--- config.mk ---
export PLATFORM = sky130hd
export DESIGN_NAME = inode_bitmap_allocator_core
export DESIGN_NICKNAME = d
export VERILOG_FILES = /design/src/sv/iba_pkg.sv /design/src/sv/iba_ctrl.sv /design/src/sv/iba_datapath.sv /design/src/sv/inode_bitmap_allocator_core.sv
export SDC_FILE = /design/constraint.sdc
export NUM_CORES = 1
export LEC_CHECK = 0
export BUFFER_PORTS_ARGS = -buffer_cell sky130_fd_sc_hd__buf_2
export CORE_UTILIZATION = 40
export DETAILED_ROUTE_END_ITERATION = 10
export PLACE_DENSITY = 0.54
export SKIP_LAST_GASP = 1
export SLEW_MARGIN = 20
export SYNTH_ARGS = -nofsm -noshare
export SYNTH_HDL_FRONTEND = slang
export SYNTH_SLANG_ARGS = --single-unit
--- constraint.sdc ---
create_clock -name aclk -period 3.2 [get_ports aclk]
set_clock_uncertainty 0.05 [all_clocks]
set_input_delay 0 -clock aclk [delete_from_list [all_inputs] [get_ports aclk]]
set_output_delay 0 -clock aclk [all_outputs]
set_load 0.01 [all_outputs]
--- src/sv/iba_pkg.sv ---
`timescale 1ns / 1ps

package iba_pkg;

    // Default table size and the span that an 8-bit granted index can reach
    localparam int NUM_SLOTS_DEF = 256;
    localparam int INDEX_SPAN    = 256;

    localparam int STATUS_W = 2;
    localparam int INDEX_W  = 8;

    typedef enum logic [STATUS_W-1:0] {
        ST_OK    = 2'd0,
        ST_FULL  = 2'd1,
        ST_RANGE = 2'd2
    } status_t;

    typedef enum logic {
        CMD_ALLOC = 1'b0,
        CMD_FREE  = 1'b1
    } cmd_t;

    typedef enum logic [2:0] {
        S_IDLE,
        S_DECODE,
        S_SCAN_RD,
        S_SCAN_CHK,
        S_FREE_RD,
        S_FREE_WR,
        S_RESP
    } state_t;

    // Commands from controller to datapath
    typedef struct packed {
        logic    load_item;
        logic    scan_clr;
        logic    scan_inc;
        logic    rd_scan;
        logic    rd_free;
        logic    wr_alloc;
        logic    wr_free;
        logic    load_result;
        status_t result_status;
    } ctrl_t;

    // Status from datapath to controller
    typedef struct packed {
        logic is_free;
        logic range_err;
        logic hit;
        logic scan_last;
    } stat_t;

    // Bits of one bitmap byte that lie below the grant limit
    function automatic logic [7:0] byte_mask(input int base, input int limit);
        logic [7:0] m;
        m = '0;
        for (int b = 0; b < 8; b++) begin
            m[b] = ((base + b) < limit);
        end
        return m;
    endfunction

endpackage

--- src/sv/iba_ctrl.sv ---
`timescale 1ns / 1ps

module iba_ctrl (
    input  logic           aclk,
    input  logic           aresetn,
    input  logic           s_tvalid,
    output logic           s_tready,
    output logic           m_tvalid,
    input  logic           m_tready,
    input  iba_pkg::stat_t stat,
    output iba_pkg::ctrl_t ctrl
);

    iba_pkg::state_t state_reg;
    iba_pkg::state_t state_next;

    // Hold the current state
    always_ff @(posedge aclk) begin
        if (!aresetn) begin
            state_reg <= iba_pkg::S_IDLE;
        end else begin
            state_reg <= state_next;
        end
    end

    // Next state
    always_comb begin
        state_next = state_reg;
        unique case (state_reg)
            iba_pkg::S_IDLE: begin
                if (s_tvalid) begin
                    state_next = iba_pkg::S_DECODE;
                end
            end
            iba_pkg::S_DECODE: begin
                priority if (stat.is_free && stat.range_err) begin
                    state_next = iba_pkg::S_RESP;
                end else if (stat.is_free) begin
                    state_next = iba_pkg::S_FREE_RD;
                end else begin
                    state_next = iba_pkg::S_SCAN_RD;
                end
            end
            iba_pkg::S_SCAN_RD: begin
                state_next = iba_pkg::S_SCAN_CHK;
            end
            iba_pkg::S_SCAN_CHK: begin
                if (stat.hit || stat.scan_last) begin
                    state_next = iba_pkg::S_RESP;
                end else begin
                    state_next = iba_pkg::S_SCAN_RD;
                end
            end
            iba_pkg::S_FREE_RD: begin
                state_next = iba_pkg::S_FREE_WR;
            end
            iba_pkg::S_FREE_WR: begin
                state_next = iba_pkg::S_RESP;
            end
            iba_pkg::S_RESP: begin
                if (m_tready) begin
                    state_next = iba_pkg::S_IDLE;
                end
            end
            default: begin
                state_next = iba_pkg::S_IDLE;
            end
        endcase
    end

    // Outputs and datapath commands
    always_comb begin
        ctrl               = '0;
        ctrl.result_status = iba_pkg::ST_OK;
        s_tready           = 1'b0;
        m_tvalid           = 1'b0;
        unique case (state_reg)
            iba_pkg::S_IDLE: begin
                s_tready       = 1'b1;
                ctrl.load_item = s_tvalid;
                ctrl.scan_clr  = s_tvalid;
            end
            iba_pkg::S_DECODE: begin
                if (stat.is_free && stat.range_err) begin
                    ctrl.load_result   = 1'b1;
                    ctrl.result_status = iba_pkg::ST_RANGE;
                end
            end
            iba_pkg::S_SCAN_RD: begin
                ctrl.rd_scan = 1'b1;
            end
            iba_pkg::S_SCAN_CHK: begin
                priority if (stat.hit) begin
                    ctrl.wr_alloc      = 1'b1;
                    ctrl.load_result   = 1'b1;
                    ctrl.result_status = iba_pkg::ST_OK;
                end else if (stat.scan_last) begin
                    ctrl.load_result   = 1'b1;
                    ctrl.result_status = iba_pkg::ST_FULL;
                end else begin
                    ctrl.scan_inc = 1'b1;
                end
            end
            iba_pkg::S_FREE_RD: begin
                ctrl.rd_free = 1'b1;
            end
            iba_pkg::S_FREE_WR: begin
                ctrl.wr_free       = 1'b1;
                ctrl.load_result   = 1'b1;
                ctrl.result_status = iba_pkg::ST_OK;
            end
            iba_pkg::S_RESP: begin
                m_tvalid = 1'b1;
            end
            default: begin
                ctrl = '0;
            end
        endcase
    end

endmodule

--- src/sv/iba_datapath.sv ---
`timescale 1ns / 1ps

module iba_datapath #(
    parameter int NUM_SLOTS = iba_pkg::NUM_SLOTS_DEF
) (
    input  logic                          aclk,
    input  logic                          aresetn,
    input  logic                          in_cmd,
    input  logic [iba_pkg::INDEX_W-1:0]   in_slot_index,
    input  iba_pkg::ctrl_t                ctrl,
    output iba_pkg::stat_t                stat,
    output iba_pkg::status_t              out_status,
    output logic [iba_pkg::INDEX_W-1:0]   out_granted_index
);

    // Only slots below the 8-bit index span can ever be granted, so only
    // their bytes are stored; higher slots always read as free.
    localparam int GRANT_LIMIT = (NUM_SLOTS < iba_pkg::INDEX_SPAN) ?
                                 NUM_SLOTS : iba_pkg::INDEX_SPAN;
    localparam int GRANT_BYTES = (GRANT_LIMIT + 7) / 8;
    localparam int AW          = (GRANT_BYTES > 1) ? $clog2(GRANT_BYTES) : 1;
    localparam logic [AW-1:0] LAST_ADDR = AW'(GRANT_BYTES - 1);

    logic [7:0]                  used_mem [GRANT_BYTES];
    logic [GRANT_BYTES-1:0]      valid_reg;
    logic [7:0]                  rd_data_reg;
    logic                        cmd_reg;
    logic [iba_pkg::INDEX_W-1:0] idx_reg;
    logic [AW-1:0]               scan_addr_reg;
    iba_pkg::status_t            status_reg;
    logic [iba_pkg::INDEX_W-1:0] granted_reg;

    logic [AW-1:0] free_addr;
    logic [AW-1:0] rd_addr;
    logic [7:0]    free_bits;
    logic          hit;
    logic [2:0]    hit_bit;
    logic [7:0]    hit_onehot;
    logic [7:0]    clr_onehot;
    logic [iba_pkg::INDEX_W-1:0] grant_index;

    assign free_addr = AW'(idx_reg[iba_pkg::INDEX_W-1:3]);
    assign rd_addr   = ctrl.rd_free ? free_addr : scan_addr_reg;

    // Latch the item and step the scan pointer
    always_ff @(posedge aclk) begin
        if (ctrl.load_item) begin
            cmd_reg <= in_cmd;
            idx_reg <= in_slot_index;
        end
        if (!aresetn) begin
            scan_addr_reg <= '0;
        end else if (ctrl.scan_clr) begin
            scan_addr_reg <= '0;
        end else if (ctrl.scan_inc) begin
            scan_addr_reg <= scan_addr_reg + 1'b1;
        end
    end

    // Find the lowest free bit of the byte just read
    always_comb begin
        free_bits = ~rd_data_reg & iba_pkg::byte_mask(int'(scan_addr_reg) * 8, GRANT_LIMIT);
        hit       = 1'b0;
        hit_bit   = '0;
        for (int b = 7; b >= 0; b--) begin
            if (free_bits[b]) begin
                hit     = 1'b1;
                hit_bit = 3'(b);
            end
        end
        hit_onehot  = 8'(1) << hit_bit;
        clr_onehot  = 8'(1) << idx_reg[2:0];
        grant_index = iba_pkg::INDEX_W'({scan_addr_reg, hit_bit});
    end

    // Bitmap storage: registered read, entries not yet written read as free
    always_ff @(posedge aclk) begin
        if (ctrl.rd_scan || ctrl.rd_free) begin
            rd_data_reg <= valid_reg[rd_addr] ? used_mem[rd_addr] : 8'h00;
        end
        if (ctrl.wr_alloc) begin
            used_mem[scan_addr_reg] <= rd_data_reg | hit_onehot;
        end else if (ctrl.wr_free) begin
            used_mem[free_addr] <= rd_data_reg & ~clr_onehot;
        end
    end

    always_ff @(posedge aclk) begin
        if (!aresetn) begin
            valid_reg <= '0;
        end else if (ctrl.wr_alloc) begin
            valid_reg[scan_addr_reg] <= 1'b1;
        end else if (ctrl.wr_free) begin
            valid_reg[free_addr] <= 1'b1;
        end
    end

    // Capture the result item
    always_ff @(posedge aclk) begin
        if (ctrl.load_result) begin
            status_reg  <= ctrl.result_status;
            granted_reg <= ctrl.wr_alloc ? grant_index : '0;
        end
    end

    assign stat.is_free   = (cmd_reg == iba_pkg::CMD_FREE);
    assign stat.range_err = (32'(idx_reg) >= 32'(NUM_SLOTS));
    assign stat.hit       = hit;
    assign stat.scan_last = (scan_addr_reg == LAST_ADDR);

    assign out_status        = status_reg;
    assign out_granted_index = granted_reg;

endmodule

--- src/sv/inode_bitmap_allocator_core.sv ---
`timescale 1ns / 1ps

// First-free slot allocator over a bitmap of NUM_SLOTS slots.
// Input channel (s_): s_tuser carries the command (0 allocate, 1 free),
// s_tdata carries the slot index to free (ignored for allocate).
// Result channel (m_): m_tuser carries the status (0 ok, 1 full, 2 index
// out of range), m_tdata carries the granted slot index (zero unless an
// allocate succeeded). Every item gives exactly one result item.
// One item is handled at a time; s_tready is high only while idle.
// After accept, a free reads its bitmap byte and writes it back (a range
// error goes straight to the result); an allocate scans bitmap bytes (1 up
// to 32 examined), reading each and then checking it, as the single-port
// bitmap memory is read one byte at a time by the scan loop. The next item
// is taken the cycle after the result is accepted.
// Reset (aresetn low, synchronous) marks every slot free at once and
// returns the controller to idle; no clearing pass is needed.
// When the receiver stalls, m_tvalid and the result stay held and no new
// item is accepted until m_tready is seen.
module inode_bitmap_allocator_core #(
    parameter int NUM_SLOTS = iba_pkg::NUM_SLOTS_DEF
) (
    input  logic                                aclk,
    input  logic                                aresetn,
    input  logic                                s_tvalid,
    output logic                                s_tready,
    input  logic [7:0]                          s_tdata,  // [7:0] slot_index
    input  logic                                s_tuser,  // [0] cmd
    output logic                                m_tvalid,
    input  logic                                m_tready,
    output logic [7:0]                          m_tdata,  // [7:0] granted_index
    output logic [iba_pkg::STATUS_W-1:0]        m_tuser   // [1:0] status
);

    iba_pkg::ctrl_t   ctrl;
    iba_pkg::stat_t   stat;
    iba_pkg::status_t out_status;

    iba_ctrl u_ctrl (
        .aclk     (aclk),
        .aresetn  (aresetn),
        .s_tvalid (s_tvalid),
        .s_tready (s_tready),
        .m_tvalid (m_tvalid),
        .m_tready (m_tready),
        .stat     (stat),
        .ctrl     (ctrl)
    );

    iba_datapath #(
        .NUM_SLOTS (NUM_SLOTS)
    ) u_datapath (
        .aclk              (aclk),
        .aresetn           (aresetn),
        .in_cmd            (s_tuser),
        .in_slot_index     (s_tdata),
        .ctrl              (ctrl),
        .stat              (stat),
        .out_status        (out_status),
        .out_granted_index (m_tdata)
    );

    assign m_tuser = out_status;

endmodule

==> impl_metrics.env, run 1 <==
export IMPL_synth_flop_cell="edfxtp_1"
export IMPL_yosys_top_cells_count="edfxtp_1 (282), nand2_1 (233), nor2_1 (96)"
export IMPL_first_global_vias=8554
export IMPL_final_cells=1649
export IMPL_register_area_um2=9270
export IMPL_grt_pass1_wl_mm=54.6
export IMPL_synth_area_um2=13400
export IMPL_tns_ns=0
export IMPL_clockBufferDepth=3
export IMPL_fin_crit_sh=0.952
export IMPL_static_leakage_power_uw=0.00535
export IMPL_dieArea_um2=34200
export IMPL_rsz0062_at_grt="no"
export IMPL_cts_buffers=36
export IMPL_area_growth_pct=16.7
export IMPL_crit_required_ns=3.52
export IMPL_antenna_found_initial=0
export IMPL_dp_cells=1574
export IMPL_die_x_um=185
export IMPL_cts_sinks=322
export IMPL_wl_per_cell_um=22.0
export IMPL_grt_max_degree=57
export IMPL_synth_xor_area_share=0.00262
export IMPL_use_met2=0.337
export IMPL_insertion_delay_ns=0.53
export IMPL_crit_path_max_fanout=56
export IMPL_peakVddDrop_v=0.000289
export IMPL_avgSynthCellArea_um2=12.3
export IMPL_synth_fa_ha_area_frac=0.00467
export IMPL_drtAntennaViolNets=0
export IMPL_worstSetupPathType="flip-flop to flip-flop"
export IMPL_synth_area_top_cells="edfxtp_1 (63%), nand2_1 (6.5%), dfxtp_1 (6.0%), a21oi_1 (3.5%), a221oi_1 (3.1%)"
export IMPL_core_area_um2=32700
export IMPL_synth_top_family_by_area="simple AND/OR/NAND/NOR gates"
export IMPL_ys_warn_count=0
export IMPL_n_antenna_cell=0
export IMPL_final_hold_violation_count=0
export IMPL_synthMuxAreaShare=0.0247
export IMPL_synth_compound_area_frac=0.106
export IMPL_power_switching_uw=2420
export IMPL_synth_seq_area_share=0.692
export IMPL_via_per_inst=5.54
export IMPL_crit_arrival_ns=3.36
export IMPL_cts_max_level=2
export IMPL_dpl_instance_area_um2=14400
export IMPL_syn_inst=1090
export IMPL_drv_slew=0
export IMPL_finalCriticalPeriod_ns=3.05
export IMPL_critPathCaptureType="flip-flop"
export IMPL_vias=9136
export IMPL_path_clk_slew_ns=0.06
export IMPL_drc=0
export IMPL_hold_path_class="input port to flip-flop"
export IMPL_largest_reg_flops=256
export IMPL_crit_path_start_kind="flip-flop"
export IMPL_gp_congestion=0.858
export IMPL_power_clock_fraction=0.396
export IMPL_start_util=0.410
export IMPL_cp_startpoint="u_ctrl.state_reg[1]"
export IMPL_root_buffer="clkbuf_16"
export IMPL_synth_most_common_cell="edfxtp_1"
export IMPL_powerDensity_nw_per_um2=622
export IMPL_wl_mm=36.3
export IMPL_multi_input_area_um2=3830
export IMPL_drt_iter0_drc=885
export IMPL_synth_simple_gate_area_frac=0.144
export IMPL_busiest_layer="met2"
export IMPL_layout_drive_gt1_share=0.138
export IMPL_holdCritStartpoint="s_tdata[4]"
export IMPL_grt_ovfl_total=0
export IMPL_portBuffers=23
export IMPL_track_usage=0.216
export IMPL_p_comb_frac=0.103
export IMPL_async_reset_ff_frac=0
export IMPL_rows=66
export IMPL_post_cts_buffers=0
export IMPL_synth_top_area_frac=0.632
export IMPL_syn_num_nets=1108
export IMPL_max_slew_worst_pin_slew_ns=1.17
export IMPL_synth_top_area_cell="edfxtp_1"
export IMPL_setup_violations_final=0
export IMPL_synth_edf_count=282
export IMPL_fillers=2972
export IMPL_drv_cap=0
export IMPL_power_switching_share=0.249
export IMPL_groute_layer_met1_usage=0.312
export IMPL_fin_nets=1200
export IMPL_first_pass_iters=5
export IMPL_cts_tree="done"
export IMPL_ys_types=50
export IMPL_max_slew_margin=0.217
export IMPL_maxClockFrequency_ghz=0.328
export IMPL_post_route_cell_area_um2=15600
export IMPL_post_dp_hpwl_mm=23.1
export IMPL_utilization=0.478
export IMPL_reg2reg_from="u_ctrl.state_reg[1]"
export IMPL_p_int_uw=7310
export IMPL_status="complete, no violations"
export IMPL_met3_usage=0.0291
export IMPL_ios=25
export IMPL_pwr_share_seq=0.500
export IMPL_fp_dieH_um=185
export IMPL_ys_ff_latch=322
[metrics by stage]
step	hold slack [ns]	power (uW)	setup WS, ns
floorplan	0.0489	5520	0.0848
global placement	0.129	5960	0.215
detailed placement	0.129	5960	0.213
CTS	0.122	9790	0.194
global route	0.128	10000	0.0345
finish	0.129	9730	0.152
[cell usage in the layout (no fill, tap or decap), types with 3 or more instances in the layout]
| master | n |
|---|---|
| clkinv_2 | 4 |
| clkbuf_16 | 36 |
| clkinv_1 | 4 |
| a41oi_1 | 8 |
| nand3b_1 | 6 |
| and2_1 | 10 |
| nand4_1 | 10 |
| clkbuf_1 | 13 |
| o31ai_1 | 3 |
| o21ai_2 | 4 |
| nand3_1 | 47 |
| clkbuf_8 | 3 |
| mux2i_1 | 25 |
| and3b_1 | 3 |
| edfxtp_1 | 282 |
| a22oi_1 | 20 |
| o21ai_0 | 8 |
| buf_4 | 76 |
| and3_1 | 7 |
| buf_12 | 3 |
| nand2b_1 | 6 |
| buf_2 | 23 |
| mux2_4 | 3 |
| o22ai_1 | 9 |
| dfxtp_1 | 40 |
| o2111ai_1 | 10 |
| ha_1 | 5 |
| nand2_1 | 233 |
| a221oi_1 | 47 |
| nor3b_1 | 4 |
| or3_1 | 4 |
| nor3_1 | 13 |
| dlygate4sd3_1 | 12 |
| nor2_1 | 94 |
| inv_1 | 8 |
| a21oi_1 | 93 |
[kinds of logic (layout without fill, tap and decap cells)]
kind of cell    after synthesis  after routing
compound gates              212            212
xor+xnor                      4              4
fa+ha+maj                     5              5
buf+inv                      69            186
flops                       322            322
mux                          31             31
other cells                   1              1
simple gates                446            446
[layer usage]
layer / vias up / wire (um)
met5: - / 0
met4: 0 / 993
met3: 55 / 1930
li1: 4252 / -
met1: 4517 / 16700
met2: 312 / 16700
[worst paths after layout]
check                                                  to  depth (start not counted)  slack (ns)
worst max-delay path            u_datapath.rd_data_reg[0]                          8        0.15
worst min-delay path                u_datapath.idx_reg[4]                          2        0.13
worst max register to register  u_datapath.rd_data_reg[0]                          8        0.15
worst min register to register    u_datapath.valid_reg[9]                          2        0.43
[power groups by stage]
| stage | registers [uW] | clock network (uW) | logic (uW) |
|---|---|---|---|
| CTS | 4870 | 3910 | 1020 |
| finish | 4870 | 3860 | 1010 |
| global placement | 4950 | 0 | 1000 |
| detailed placement | 4950 | 0 | 1010 |
| floorplan | 4930 | 0 | 585 |
| global route | 4880 | 4070 | 1100 |
[final cells by class]
cell class,instances,area share
Clock buffer,52,0.0634
Clock inverter,11,0.00608
Inverter,9,0.00216
Multi-Input combinational cell,699,0.245
Sequential cell,322,0.593
Tap cell,442,0.0354
Timing Repair Buffer,114,0.0554
[what timing repair did]
item | CTS | global route
gates resized for setup | 0 | 0
setup endpoints to repair | 0 | 0
hold buffers | 12 | 0
hold endpoints to repair | 25 | 0
[critical path, cell delays in order (launching register included)]
cell and delay [ns]:
dfxtp_1 0.42, nor3b_4 0.37, mux2i_4 0.31, buf_12 0.32
buf_4 0.35, a21oi_1 0.12, a221oi_1 0.51, a21oi_1 0.15
a41oi_1 0.25
Power figures use the tool's default switching activity.
==> inputs of run 2 (changes only) <==
Settings changed: CELL_PAD_IN_SITES_DETAIL_PLACEMENT from default to 0, CELL_PAD_IN_SITES_GLOBAL_PLACEMENT from default to 2, PLACE_DENSITY 0.54 to 0.73.
==> run 2 against run 1 <==
Net effect: clock power increased by 2%; global-route usage increased by 0.47 points; non-clock buffer count decreased by 4; utilization increased by 0.11 points; clock-buffer cell count decreased by 4; sequential power about the same; critical path depth decreased by 2; power increased by 1.0%; wire length increased by 1.8%; hold slack improved by 0.020 ns; first-iteration DRC count decreased by 21%; worst setup slack improved by 0.14 ns; highest routed layer unchanged.
==> impl_metrics.env, run 2 (same netlist as run 1, synthesis figures left out) <==
export IMPL_crit_buf_inv=2
export IMPL_holdCritStartpoint="s_tdata[0]"
export IMPL_insertion_delay_ns=0.52
export IMPL_crit_path_start_kind="flip-flop"
export IMPL_register_area_um2=9270
export IMPL_status="complete, no violations"
export IMPL_cts_resized=0
export IMPL_max_slew_worst_pin_slew_ns=0.976
export IMPL_drc=0
export IMPL_final_common_cell="edfxtp_1"
export IMPL_via_per_inst=5.52
export IMPL_crit_arrival_ns=3.00
export IMPL_grt_max_degree=64
export IMPL_clockBufferDepth=3
export IMPL_n_antenna_cell=0
export IMPL_start_util=0.410
export IMPL_root_buffer="clkbuf_16"
export IMPL_dieArea_um2=34200
export IMPL_cts_buffers=37
export IMPL_portBuffers=23
export IMPL_static_leakage_power_uw=0.00535
export IMPL_post_dp_hpwl_mm=24.2
export IMPL_crit_required_ns=3.29
export IMPL_cp_startpoint="u_ctrl.state_reg[1]"
export IMPL_maxClockFrequency_ghz=0.344
export IMPL_worstSetupPathType="flip-flop to flip-flop"
export IMPL_first_pass_iters=5
export IMPL_setup_violations_final=0
export IMPL_area_growth_pct=17.0
export IMPL_first_global_vias=8653
export IMPL_r2r_cells=6
export IMPL_final_cell_mix="edfxtp_1 (282), nand2_1 (233), nor2_1 (94), a21oi_1 (92), buf_4 (70)"
export IMPL_largest_reg_flops=256
export IMPL_cts_max_level=2
export IMPL_reg2reg_from="u_ctrl.state_reg[1]"
export IMPL_fillers=3005
export IMPL_core_area_um2=32700
export IMPL_finalCriticalPeriod_ns=2.90
export IMPL_fp_dieH_um=185
export IMPL_vias=9104
export IMPL_cts_sinks=322
export IMPL_ios=25
export IMPL_slowest_delay_ns=0.74
export IMPL_hold_depth=2
export IMPL_hold_path_class="input port to flip-flop"
export IMPL_worstPathCellList="buf_4 > inv_1 > nand3_1 > o31ai_1 > nand2_1 > nor2_1"
export IMPL_hold_end="u_datapath.idx_reg[0]"
export IMPL_fin_nets=1197
export IMPL_antenna_found_initial=0
export IMPL_final_hold_violation_count=0
export IMPL_crit_path_max_fanout=11
export IMPL_r2r_setup_slack_ns=0.30
export IMPL_gp_congestion=0.826
export IMPL_layout_drive_gt1_share=0.135
export IMPL_multi_input_area_um2=3830
export IMPL_max_slew_margin=0.349
export IMPL_rsz0062_at_grt="no"
export IMPL_grt_pass1_wl_mm=55.5
export IMPL_path_clk_slew_ns=0.05
export IMPL_powerDensity_nw_per_um2=627
export IMPL_critPathSlowestCell="nor2_1"
export IMPL_drv_slew=0
export IMPL_tns_ns=0
export IMPL_fin_crit_sh=0.908
export IMPL_wl_mm=37.0
export IMPL_track_usage=0.221
export IMPL_cp_top_family="simple AND/OR/NAND/NOR gates"
export IMPL_die_x_um=185
export IMPL_r2r_end="u_datapath.used_mem[17][6]"
export IMPL_drt_iter0_drc=696
export IMPL_grt_ovfl_total=0
export IMPL_rows=66
export IMPL_drtAntennaViolNets=0
export IMPL_drv_cap=0
export IMPL_wl_per_cell_um=22.4
export IMPL_holdWs_ns=0.149
export IMPL_peakVddDrop_v=0.000343
export IMPL_critPathCaptureType="flip-flop"
export IMPL_cts_tree="done"
-- run 2: worst max path at each step --
stage,to,slack [ns],depth (start not counted)
after floorplan,u_datapath.used_mem[0][6],0.08,6
after global placement,u_datapath.used_mem[15][2],0.27,7
after detailed placement,u_datapath.rd_data_reg[5],0.34,8
after CTS,u_datapath.used_mem[17][0],0.30,6
after global routing,u_datapath.used_mem[17][1],0.13,6
final,u_datapath.used_mem[17][6],0.30,6
-- run 2: metal layers --
metal  up-vias  track usage  share of wire
met5         -            0              0
met4         0       0.0664          0.023
met3        61       0.0313          0.045
met2       241        0.348           0.46
li1       4239            -              -
met1      4563        0.316           0.47
-- run 2: worst register-to-register path: cells and delay by family (launching register included) --
kind | cells | cell delay, ns
AO/OA/AOI/OAI | 1 | 0.51
buffers and inverters | 2 | 0.29
flip-flops | 1 | 0.33
AND/OR/NAND/NOR | 3 | 1.35
-- run 2: area by class of cell --
class                           instances  area share
Clock inverter                         19     0.00727
Sequential cell                       322       0.592
Timing Repair Buffer                  110      0.0549
Multi-Input combinational cell        699       0.244
Inverter                                9     0.00216
Tap cell                              442      0.0353
Clock buffer                           48      0.0644
-- run 2: report_power, final --
| part | total (uW) | internal (uW) | switching (uW) |
|---|---|---|---|
| sequential | 4880 | 4800 | 79.5 |
| clock | 3920 | 2300 | 1620 |
| combinational | 1020 | 287 | 738 |
-- run 2: per-stage QoR --
step           total power, uW  utilization  setup WS [ns]  cells  area (um^2)
5_1_grt                  10200        0.479          0.131   1649        15700
2_1_floorplan             5520            -         0.0848   1090        13400
3_3_place_gp              5990        0.441          0.267   1570        14400
6_report                  9830        0.479          0.295   1649        15700
4_1_cts                   9920        0.479          0.300   1649        15700
3_5_place_dp              5990        0.441          0.343   1570        14400
-- run 2: repair_timing --
| action | 4_1_cts | 5_1_grt |
|---|---|---|
| hold buffers | 12 | 0 |
| endpoints found under the hold margin | 20 | 0 |
| setup buffers | 0 | 0 |
| setup endpoints to repair | 0 | 0 |
